<file path="src/sv/slcfd_pkg.sv">
// slcfd_pkg: shared types, status codes and the crc-8 step for the frame decoder
// used by every module of sync_length_crc8_frame_decoder; depends on nothing

package slcfd_pkg;

  // largest payload the frame format can describe (length byte minus two)
  localparam logic [7:0] MAX_PAYLOAD = 8'd253;

  // frame layout positions
  localparam logic [8:0] POS_SYNC     = 9'd0;
  localparam logic [8:0] POS_LENGTH   = 9'd1;
  localparam logic [8:0] POS_SEQ      = 9'd2;
  localparam logic [8:0] POS_PAYLOAD  = 9'd4;
  localparam logic [8:0] POS_SATURATE = 9'd511;

  // bytes of overhead counted in the length byte
  localparam logic [7:0] LEN_OVERHEAD = 8'd2;

  // crc-8 polynomial, msb first
  localparam logic [7:0] CRC_POLY = 8'h07;

  // configuration register indexes
  localparam logic [7:0] REG_MAX_PAYLOAD = 8'd0;
  localparam logic [7:0] REG_SYNC_BYTE   = 8'd1;

  // configuration reset values
  localparam logic [7:0] MAX_PAYLOAD_RST = 8'd253;
  localparam logic [7:0] SYNC_BYTE_RST   = 8'd170;

  typedef enum logic [2:0] {
    ST_OK    = 3'd0,
    ST_IDLE  = 3'd1,
    ST_TRUNC = 3'd2,
    ST_SYNC  = 3'd3,
    ST_LEN   = 3'd4,
    ST_CRC   = 3'd5
  } status_t;

  // configuration values seen by the parser
  typedef struct packed {
    logic [7:0] payload_limit;
    logic [7:0] sync_byte;
  } cfg_t;

  // one result beat
  typedef struct packed {
    logic       payload_valid;
    logic [7:0] payload_byte;
    logic       status_valid;
    status_t    status;
    logic [7:0] message_seq;
    logic [7:0] message_type;
    logic [7:0] payload_length;
  } result_t;

  // one byte of crc-8 update, init 0, no final xor
  function automatic logic [7:0] crc8_update(input logic [7:0] crc, input logic [7:0] b);
    logic [7:0] c;
    c = crc ^ b;
    for (int k = 0; k < 8; k++) begin
      if (c[7]) begin
        c = {c[6:0], 1'b0} ^ CRC_POLY;
      end else begin
        c = {c[6:0], 1'b0};
      end
    end
    return c;
  endfunction

endpackage

</file>
<file path="src/sv/slcfd_cfg_regs.sv">
// slcfd_cfg_regs: configuration registers written through the valid/ready config port
// depends on slcfd_pkg for register indexes, reset values and cfg_t

module slcfd_cfg_regs (
  input  logic                clk,
  input  logic                rst,
  input  logic                cfg_valid,
  output logic                cfg_ready,
  input  logic [7:0]          cfg_index,
  input  logic [7:0]          cfg_data,
  output slcfd_pkg::cfg_t     cfg
);

  logic [7:0] payload_limit;
  logic [7:0] sync_byte;

  // writes are always taken
  assign cfg_ready = 1'b1;

  // register writes; unknown indexes are dropped
  always_ff @(posedge clk) begin
    if (rst) begin
      payload_limit <= slcfd_pkg::MAX_PAYLOAD_RST;
      sync_byte     <= slcfd_pkg::SYNC_BYTE_RST;
    end else if (cfg_valid && cfg_ready) begin
      case (cfg_index)
        slcfd_pkg::REG_MAX_PAYLOAD: payload_limit <= cfg_data;
        slcfd_pkg::REG_SYNC_BYTE:   sync_byte     <= cfg_data;
        default: ;
      endcase
    end
  end

  assign cfg.payload_limit = payload_limit;
  assign cfg.sync_byte     = sync_byte;

endmodule

</file>
<file path="src/sv/slcfd_parser.sv">
// slcfd_parser: per-buffer frame state and the checks made on each byte
// depends on slcfd_pkg for status codes, cfg_t, result_t and crc8_update

module slcfd_parser (
  input  logic                 clk,
  input  logic                 rst,
  input  logic                 step,
  input  logic [7:0]           rx_byte,
  input  logic                 buffer_end,
  input  slcfd_pkg::cfg_t      cfg,
  output logic                 has_result,
  output slcfd_pkg::result_t   result
);

  // frame state
  logic [8:0] byte_position;
  logic       first_matched_sync;
  logic [7:0] length_field;
  logic [7:0] seq_hold;
  logic [7:0] type_hold;
  logic [7:0] running_crc;
  logic       status_sent;

  logic [8:0] byte_position_next;
  logic       first_matched_sync_next;
  logic [7:0] length_field_next;
  logic [7:0] seq_hold_next;
  logic [7:0] type_hold_next;
  logic [7:0] running_crc_next;
  logic       status_sent_next;

  logic [7:0]          crc_step;
  logic [7:0]          pay_len;
  logic [8:0]          pay_end;
  logic                pv;
  logic                sv;
  slcfd_pkg::status_t  st;

  assign crc_step = slcfd_pkg::crc8_update(running_crc, rx_byte);
  assign pay_len  = (length_field >= slcfd_pkg::LEN_OVERHEAD) ?
                    (length_field - slcfd_pkg::LEN_OVERHEAD) : 8'd0;
  assign pay_end  = slcfd_pkg::POS_PAYLOAD + {1'b0, pay_len};

  // decision for the current byte and next frame state
  always_comb begin
    pv = 1'b0;
    sv = 1'b0;
    st = slcfd_pkg::ST_OK;
    first_matched_sync_next = first_matched_sync;
    length_field_next       = length_field;
    seq_hold_next           = seq_hold;
    type_hold_next          = type_hold;
    running_crc_next        = running_crc;

    if (status_sent) begin
      // drop bytes until the buffer ends
    end else if (cfg.payload_limit > slcfd_pkg::MAX_PAYLOAD) begin
      sv = 1'b1;
      st = slcfd_pkg::ST_LEN;
    end else if (byte_position == slcfd_pkg::POS_SYNC) begin
      if (rx_byte == 8'd0) begin
        sv = 1'b1;
        st = slcfd_pkg::ST_IDLE;
      end else begin
        first_matched_sync_next = (rx_byte == cfg.sync_byte);
        if (buffer_end) begin
          sv = 1'b1;
          st = slcfd_pkg::ST_TRUNC;
        end
      end
    end else if (byte_position < slcfd_pkg::POS_PAYLOAD) begin
      // header bytes feed the crc
      if (byte_position == slcfd_pkg::POS_LENGTH) begin
        length_field_next = rx_byte;
      end else if (byte_position == slcfd_pkg::POS_SEQ) begin
        seq_hold_next = rx_byte;
      end else begin
        type_hold_next = rx_byte;
      end
      running_crc_next = crc_step;
      if (buffer_end) begin
        sv = 1'b1;
        st = slcfd_pkg::ST_TRUNC;
      end
    end else if (byte_position == slcfd_pkg::POS_PAYLOAD && !first_matched_sync) begin
      sv = 1'b1;
      st = slcfd_pkg::ST_SYNC;
    end else if (byte_position == slcfd_pkg::POS_PAYLOAD &&
                 (length_field < slcfd_pkg::LEN_OVERHEAD || pay_len > cfg.payload_limit)) begin
      sv = 1'b1;
      st = slcfd_pkg::ST_LEN;
    end else if (byte_position < pay_end) begin
      // payload streams out ahead of the crc check
      pv = 1'b1;
      running_crc_next = crc_step;
      if (buffer_end) begin
        sv = 1'b1;
        st = slcfd_pkg::ST_TRUNC;
      end
    end else begin
      sv = 1'b1;
      st = (rx_byte == running_crc) ? slcfd_pkg::ST_OK : slcfd_pkg::ST_CRC;
    end

    status_sent_next   = status_sent | sv;
    byte_position_next = (byte_position == slcfd_pkg::POS_SATURATE) ?
                         byte_position : byte_position + 9'd1;
  end

  // result fields, zero where not meaningful
  always_comb begin
    has_result            = pv | sv;
    result.payload_valid  = pv;
    result.payload_byte   = pv ? rx_byte : 8'd0;
    result.status_valid   = sv;
    result.status         = sv ? st : slcfd_pkg::ST_OK;
    if (sv && st == slcfd_pkg::ST_OK) begin
      result.message_seq    = seq_hold;
      result.message_type   = type_hold;
      result.payload_length = length_field - slcfd_pkg::LEN_OVERHEAD;
    end else begin
      result.message_seq    = 8'd0;
      result.message_type   = 8'd0;
      result.payload_length = 8'd0;
    end
  end

  // frame state registers; buffer end clears everything
  always_ff @(posedge clk) begin
    if (rst) begin
      byte_position      <= 9'd0;
      first_matched_sync <= 1'b0;
      length_field       <= 8'd0;
      seq_hold           <= 8'd0;
      type_hold          <= 8'd0;
      running_crc        <= 8'd0;
      status_sent        <= 1'b0;
    end else if (step) begin
      if (buffer_end) begin
        byte_position      <= 9'd0;
        first_matched_sync <= 1'b0;
        length_field       <= 8'd0;
        seq_hold           <= 8'd0;
        type_hold          <= 8'd0;
        running_crc        <= 8'd0;
        status_sent        <= 1'b0;
      end else begin
        byte_position      <= byte_position_next;
        first_matched_sync <= first_matched_sync_next;
        length_field       <= length_field_next;
        seq_hold           <= seq_hold_next;
        type_hold          <= type_hold_next;
        running_crc        <= running_crc_next;
        status_sent        <= status_sent_next;
      end
    end
  end

endmodule

</file>
<file path="src/sv/slcfd_out_reg.sv">
// slcfd_out_reg: result register holding one beat until the sink takes it
// depends on slcfd_pkg for result_t

module slcfd_out_reg (
  input  logic                clk,
  input  logic                rst,
  input  logic                load,
  input  slcfd_pkg::result_t  load_data,
  output logic                free,
  output logic                out_valid,
  input  logic                out_stall,
  output slcfd_pkg::result_t  out_data
);

  // slot can take a new beat when empty or being drained this cycle
  assign free = !out_valid || !out_stall;

  // valid flag
  always_ff @(posedge clk) begin
    if (rst) begin
      out_valid <= 1'b0;
    end else if (free) begin
      out_valid <= load;
    end
  end

  // payload, no reset needed
  always_ff @(posedge clk) begin
    if (free && load) begin
      out_data <= load_data;
    end
  end

endmodule

</file>
<file path="src/sv/sync_length_crc8_frame_decoder.sv">
// sync_length_crc8_frame_decoder: top level with input register, parser and result register
// depends on slcfd_pkg, slcfd_cfg_regs, slcfd_parser and slcfd_out_reg
//
//   port group   handshake              payload
//   ----------   --------------------   --------------------------------------------
//   input        in_valid / in_stall    rx_byte, buffer_end
//   result       out_valid / out_stall  payload_valid, payload_byte, status_valid,
//                                       status, message_seq, message_type,
//                                       payload_length
//   config       cfg_valid / cfg_ready  cfg_index, cfg_data
//
// one byte per cycle sustained while out_stall is low; a byte taken goes to the input register,
// then through the crc-8 step and position compare into the result register
// rst is synchronous; it empties both registers, clears the frame state and loads
// payload limit 253 and sync_byte 170
// out_stall holds the result register; while it is full and stalled, in_stall rises as soon as
// the input register is occupied, whether or not the held byte gives a result
// cfg_ready is always high

module sync_length_crc8_frame_decoder (
  input  logic       clk,
  input  logic       rst,
  input  logic       in_valid,
  output logic       in_stall,
  input  logic [7:0] rx_byte,
  input  logic       buffer_end,
  output logic       out_valid,
  input  logic       out_stall,
  output logic       payload_valid,
  output logic [7:0] payload_byte,
  output logic       status_valid,
  output logic [2:0] status,
  output logic [7:0] message_seq,
  output logic [7:0] message_type,
  output logic [7:0] payload_length,
  input  logic       cfg_valid,
  output logic       cfg_ready,
  input  logic [7:0] cfg_index,
  input  logic [7:0] cfg_data
);

  slcfd_pkg::cfg_t    cfg;
  slcfd_pkg::result_t step_result;
  slcfd_pkg::result_t out_data;

  logic       in_q_valid;
  logic [7:0] in_q_byte;
  logic       in_q_end;
  logic       step;
  logic       has_result;
  logic       out_free;
  logic       in_take;

  // a held byte moves on once the result slot is free
  assign step     = in_q_valid && out_free;
  assign in_stall = in_q_valid && !out_free;
  assign in_take  = in_valid && !in_stall;

  // input register
  always_ff @(posedge clk) begin
    if (rst) begin
      in_q_valid <= 1'b0;
    end else if (in_take) begin
      in_q_valid <= 1'b1;
    end else if (step) begin
      in_q_valid <= 1'b0;
    end
  end

  always_ff @(posedge clk) begin
    if (in_take) begin
      in_q_byte <= rx_byte;
      in_q_end  <= buffer_end;
    end
  end

  slcfd_cfg_regs u_cfg (
    .clk       (clk),
    .rst       (rst),
    .cfg_valid (cfg_valid),
    .cfg_ready (cfg_ready),
    .cfg_index (cfg_index),
    .cfg_data  (cfg_data),
    .cfg       (cfg)
  );

  slcfd_parser u_parser (
    .clk        (clk),
    .rst        (rst),
    .step       (step),
    .rx_byte    (in_q_byte),
    .buffer_end (in_q_end),
    .cfg        (cfg),
    .has_result (has_result),
    .result     (step_result)
  );

  slcfd_out_reg u_out (
    .clk       (clk),
    .rst       (rst),
    .load      (step && has_result),
    .load_data (step_result),
    .free      (out_free),
    .out_valid (out_valid),
    .out_stall (out_stall),
    .out_data  (out_data)
  );

  // result fields to ports
  assign payload_valid  = out_data.payload_valid;
  assign payload_byte   = out_data.payload_byte;
  assign status_valid   = out_data.status_valid;
  assign status         = out_data.status;
  assign message_seq    = out_data.message_seq;
  assign message_type   = out_data.message_type;
  assign payload_length = out_data.payload_length;

endmodule

</file>
<file path="config.mk">
export PLATFORM = sky130hd
export DESIGN_NAME = sync_length_crc8_frame_decoder
export DESIGN_NICKNAME = d
export VERILOG_FILES = /design/src/sv/slcfd_pkg.sv /design/src/sv/slcfd_cfg_regs.sv /design/src/sv/slcfd_parser.sv /design/src/sv/slcfd_out_reg.sv /design/src/sv/sync_length_crc8_frame_decoder.sv
export SDC_FILE = /design/constraint.sdc
export NUM_CORES = 1
export LEC_CHECK = 0
export BUFFER_PORTS_ARGS = -buffer_cell sky130_fd_sc_hd__buf_4
export CAP_MARGIN = 20
export CORE_MARGIN = 10
export CORE_UTILIZATION = 50
export CTS_CLUSTER_SIZE = 8
export DETAILED_ROUTE_END_ITERATION = 6
export PLACE_DENSITY = 0.76
export SETUP_SLACK_MARGIN = 0.1
export SLEW_MARGIN = 20
export SYNTH_ARGS = -nofsm -noshare
export SYNTH_HDL_FRONTEND = slang
export SYNTH_SLANG_ARGS = --single-unit
export TNS_END_PERCENT = 30
</file>
<file path="constraint.sdc">
create_clock -name clk -period 6.1 [get_ports clk]
set_input_delay 0.61 -clock clk [delete_from_list [all_inputs] [get_ports clk]]
set_output_delay 0.61 -clock clk [all_outputs]
set_load 0.005 [all_outputs]
</file>
==> impl_metrics.env <==
export IMPL_timing_final_crit_share_pct=77.4
export IMPL_clkPwrFrac_pct=30.2
export IMPL_diodes=0
export IMPL_cts_tree="built"
export IMPL_fin_skew_ns=0.0121
export IMPL_setup_slack_ns=1.38
export IMPL_tightest_slew_ns=0.890
export IMPL_dieHeight_um=124
export IMPL_grt_pass1_vias=3957
export IMPL_crit_top_cell="nor3_1"
export IMPL_synth_enable_flop_cells=46
export IMPL_post_cts_setup_buffers=0
export IMPL_synthXorXnorAreaFrac_pct=6.11
export IMPL_synth_compound_gate_area_share_pct=9.26
export IMPL_synth_simple_gate_area_share_pct=20.9
export IMPL_fin_crit_ns=4.72
export IMPL_rsz0062_at_grt="false"
export IMPL_sw_frac_of_total_pct=26.8
export IMPL_yosysWarnings=0
export IMPL_cts_num_sinks=107
export IMPL_ys_seq_elements=107
export IMPL_p_comb_share_pct=12.0
export IMPL_drc=0
export IMPL_crit_required_ns=6.20
export IMPL_power_frac_seq_pct=57.7
export IMPL_synthMuxAreaShare_pct=6.80
export IMPL_die_w_um=124
export IMPL_routed_wl_mm=11.9
export IMPL_peakVddDrop_v=0.000129
export IMPL_cts_resized=0
export IMPL_worstSetupPathType="reg -> reg"
export IMPL_initial_core_util_pct=50.7
export IMPL_vias_per_cell=5.44
export IMPL_crit_family="simple AND/OR/NAND/NOR gates"
export IMPL_ys_types=61
export IMPL_setup_tns_final_ns=0
export IMPL_pre_cts_slack_ns=1.19
export IMPL_final_antenna_net_count=0
export IMPL_syn_cell_area_um2=5450
export IMPL_power_density_nw_per_um2=216
export IMPL_setup_viol=0
export IMPL_cp_slowest_cell="o2111ai_4"
export IMPL_critPathCaptureType="flip-flop"
export IMPL_ys_flop_type="dfxtp_1"
export IMPL_leakagePower_uw=0.00247
export IMPL_hold_violations=0
export IMPL_synthCells=545
export IMPL_drive_gt1_share_pct=18.0
export IMPL_start_kind="flip-flop"
export IMPL_fmax_ghz=0.212
export IMPL_syn_nets=600
export IMPL_gp_congestion=0.849
export IMPL_grt_max_degree=38
export IMPL_clock_path_buffers=2
export IMPL_portBuffers=68
export IMPL_clockRootBuffer="clkbuf_8"
export IMPL_antenna_found_initial=0
export IMPL_firstDrtPassIters=4
export IMPL_p_int_uw=987
export IMPL_grt_pass1_wl_mm=19.7
export IMPL_worstPathMaxFanout=24
export IMPL_cts_htree_levels=3
export IMPL_routedWlPerCell_um=16.0
export IMPL_die_area_um2=15500
export IMPL_slew_viol_final=0
export IMPL_avgSynthCellArea_um2=9.99
export IMPL_cts_buffers=9
export IMPL_nets=656
export IMPL_overflow=0
export IMPL_synth_async_reset_ratio_pct=0
export IMPL_syn_to_final_growth_pct=14.7
export IMPL_core_um2=10700
export IMPL_synthAdderAreaFrac_pct=5.74
export IMPL_slowest_delay_ns=0.64
export IMPL_hp_class="in -> reg"
export IMPL_layout_common_cells="78 x nor2_1, 70 x buf_4, 61 x dfxtp_1, 46 x edfxtp_1, 37 x mux2i_1"
export IMPL_grt_use_total_pct=15.1
export IMPL_ios=70
export IMPL_status="finished, final reports clean"
export IMPL_cp_num_buf_inv=0
export IMPL_drt_iter0_markers=281
export IMPL_drv_cap=0
export IMPL_power_switching_uw=361
export IMPL_clock_latency_ns=0.36
export IMPL_path_cells="nor3_1 -> nand2b_1 -> or4b_2 -> nand2_1 -> or3b_2 -> ha_1 -> o21a_1 -> o2111ai_1 -> a21oi_1 -> a221oi_2 -> a21o_1 -> nand3_1 -> o2111ai_4 -> nor3_1"
export IMPL_clkTransAtPathRegs_ns=0.11
export IMPL_yosysSeqAreaShare_pct=47.8
export IMPL_ctsHoldBuffers=0
export IMPL_cp_arrival_ns=4.82
export IMPL_num_rows=38
export IMPL_hpwl_mm=9.06
export IMPL_vias=4060
export IMPL_timing_slew_headroom_pct=40.4
export IMPL_final_common_cell="nor2_1"
export IMPL_synth_top_family_by_area="simple AND/OR/NAND/NOR gates"
[metal layers]
metal,vias up,track usage (%),wire [µm]
met1,1905,19.7,5550
met2,102,24.1,5650
met5,-,0,0
met3,6,3.70,598
met4,0,4.32,129
li1,2047,-,-
[cells in the mapped netlist (2+ instances only)]
master	count	area share (%)
o21a_1	3	0.41
o2111ai_2	2	0.55
a211oi_1	3	0.41
nor3_1	13	1.2
edfxtp_1	46	25
ha_1	25	5.7
inv_1	19	1.3
nand2b_1	2	0.23
mux2i_1	37	6.8
a31oi_1	2	0.23
o211ai_1	7	0.96
a21o_1	3	0.41
dfxtp_1	61	22
and2_1	10	1.1
a21oi_1	23	2.1
buf_2	4	0.37
clkbuf_1	16	1.1
nand2_1	30	2.1
nor2_1	78	5.4
a22o_1	6	0.96
nand4_1	10	1.1
buf_1	3	0.21
nor2b_1	11	1.3
o21ai_2	2	0.32
nand3_1	29	2.7
nor2_2	3	0.34
nor3_2	4	0.74
xnor2_1	28	4.5
and3_1	5	0.57
a22oi_1	2	0.28
xor2_1	10	1.6
o21ai_0	8	0.74
nor4_1	7	0.80
or3_1	6	0.69
[registers in the layout, indices dropped and copies added (netlist names)]
signal,cells
u_out.out_data,37
u_parser.byte_position,9
in_q_byte,8
u_cfg.payload_limit,8
u_cfg.sync_byte,8
u_parser.length_field,8
u_parser.running_crc,8
u_parser.seq_hold,8
u_parser.type_hold,8
in_q_end,1
in_q_valid,1
u_out.out_valid,1
u_parser.first_matched_sync,1
u_parser.status_sent,1
[cells by family (layout without fill, tap and decap cells)]
group	Yosys count	count (layout)
other cells	1	1
fa+ha+maj	25	25
compound gates	71	71
flops	107	107
xor+xnor	38	38
buf+inv	44	105
simple gates	222	222
mux	37	37
[cell type report]
type	instances	area (µm²)
timing repair buffer	70	526
inverter	19	71.3
clock inverter	7	62.6
tap	140	175
fill	963	4500
sequential	107	2600
multi-input combinational	394	2690
clock buffer	9	124
[power by group through the flow]
stage          logic (µW)  registers [µW]  clock network (µW)
3_3_place_gp          157             794                   0
3_5_place_dp          161             795                   0
4_1_cts               162             778                 414
5_1_grt               181             781                 448
6_report              162             778                 408
2_1_floorplan         117             787                   0
[worst paths after layout]
path | startpoint | end | slack [ns] | cells past startpoint
min | rx_byte[1] | in_q_byte[1] | 0.41 | 1
max reg2reg | u_parser.length_field[1] | u_out.out_data[1] | 1.38 | 14
min reg2reg | in_q_valid | u_out.out_valid | 0.50 | 2
max | u_parser.length_field[1] | u_out.out_data[1] | 1.38 | 14
[per-stage QoR]
step	hold WS, ns	total power (µW)	utilization, %	cell area (µm²)	cells
floorplan	0.448	904	-	5450	545
global placement	0.475	951	56.2	6040	730
detailed placement	0.477	955	56.2	6040	730
CTS	0.403	1350	58.0	6230	746
global route	0.382	1410	58.1	6250	746
finish	0.414	1350	58.1	6250	746
Power figures use the tool's default switching activity.
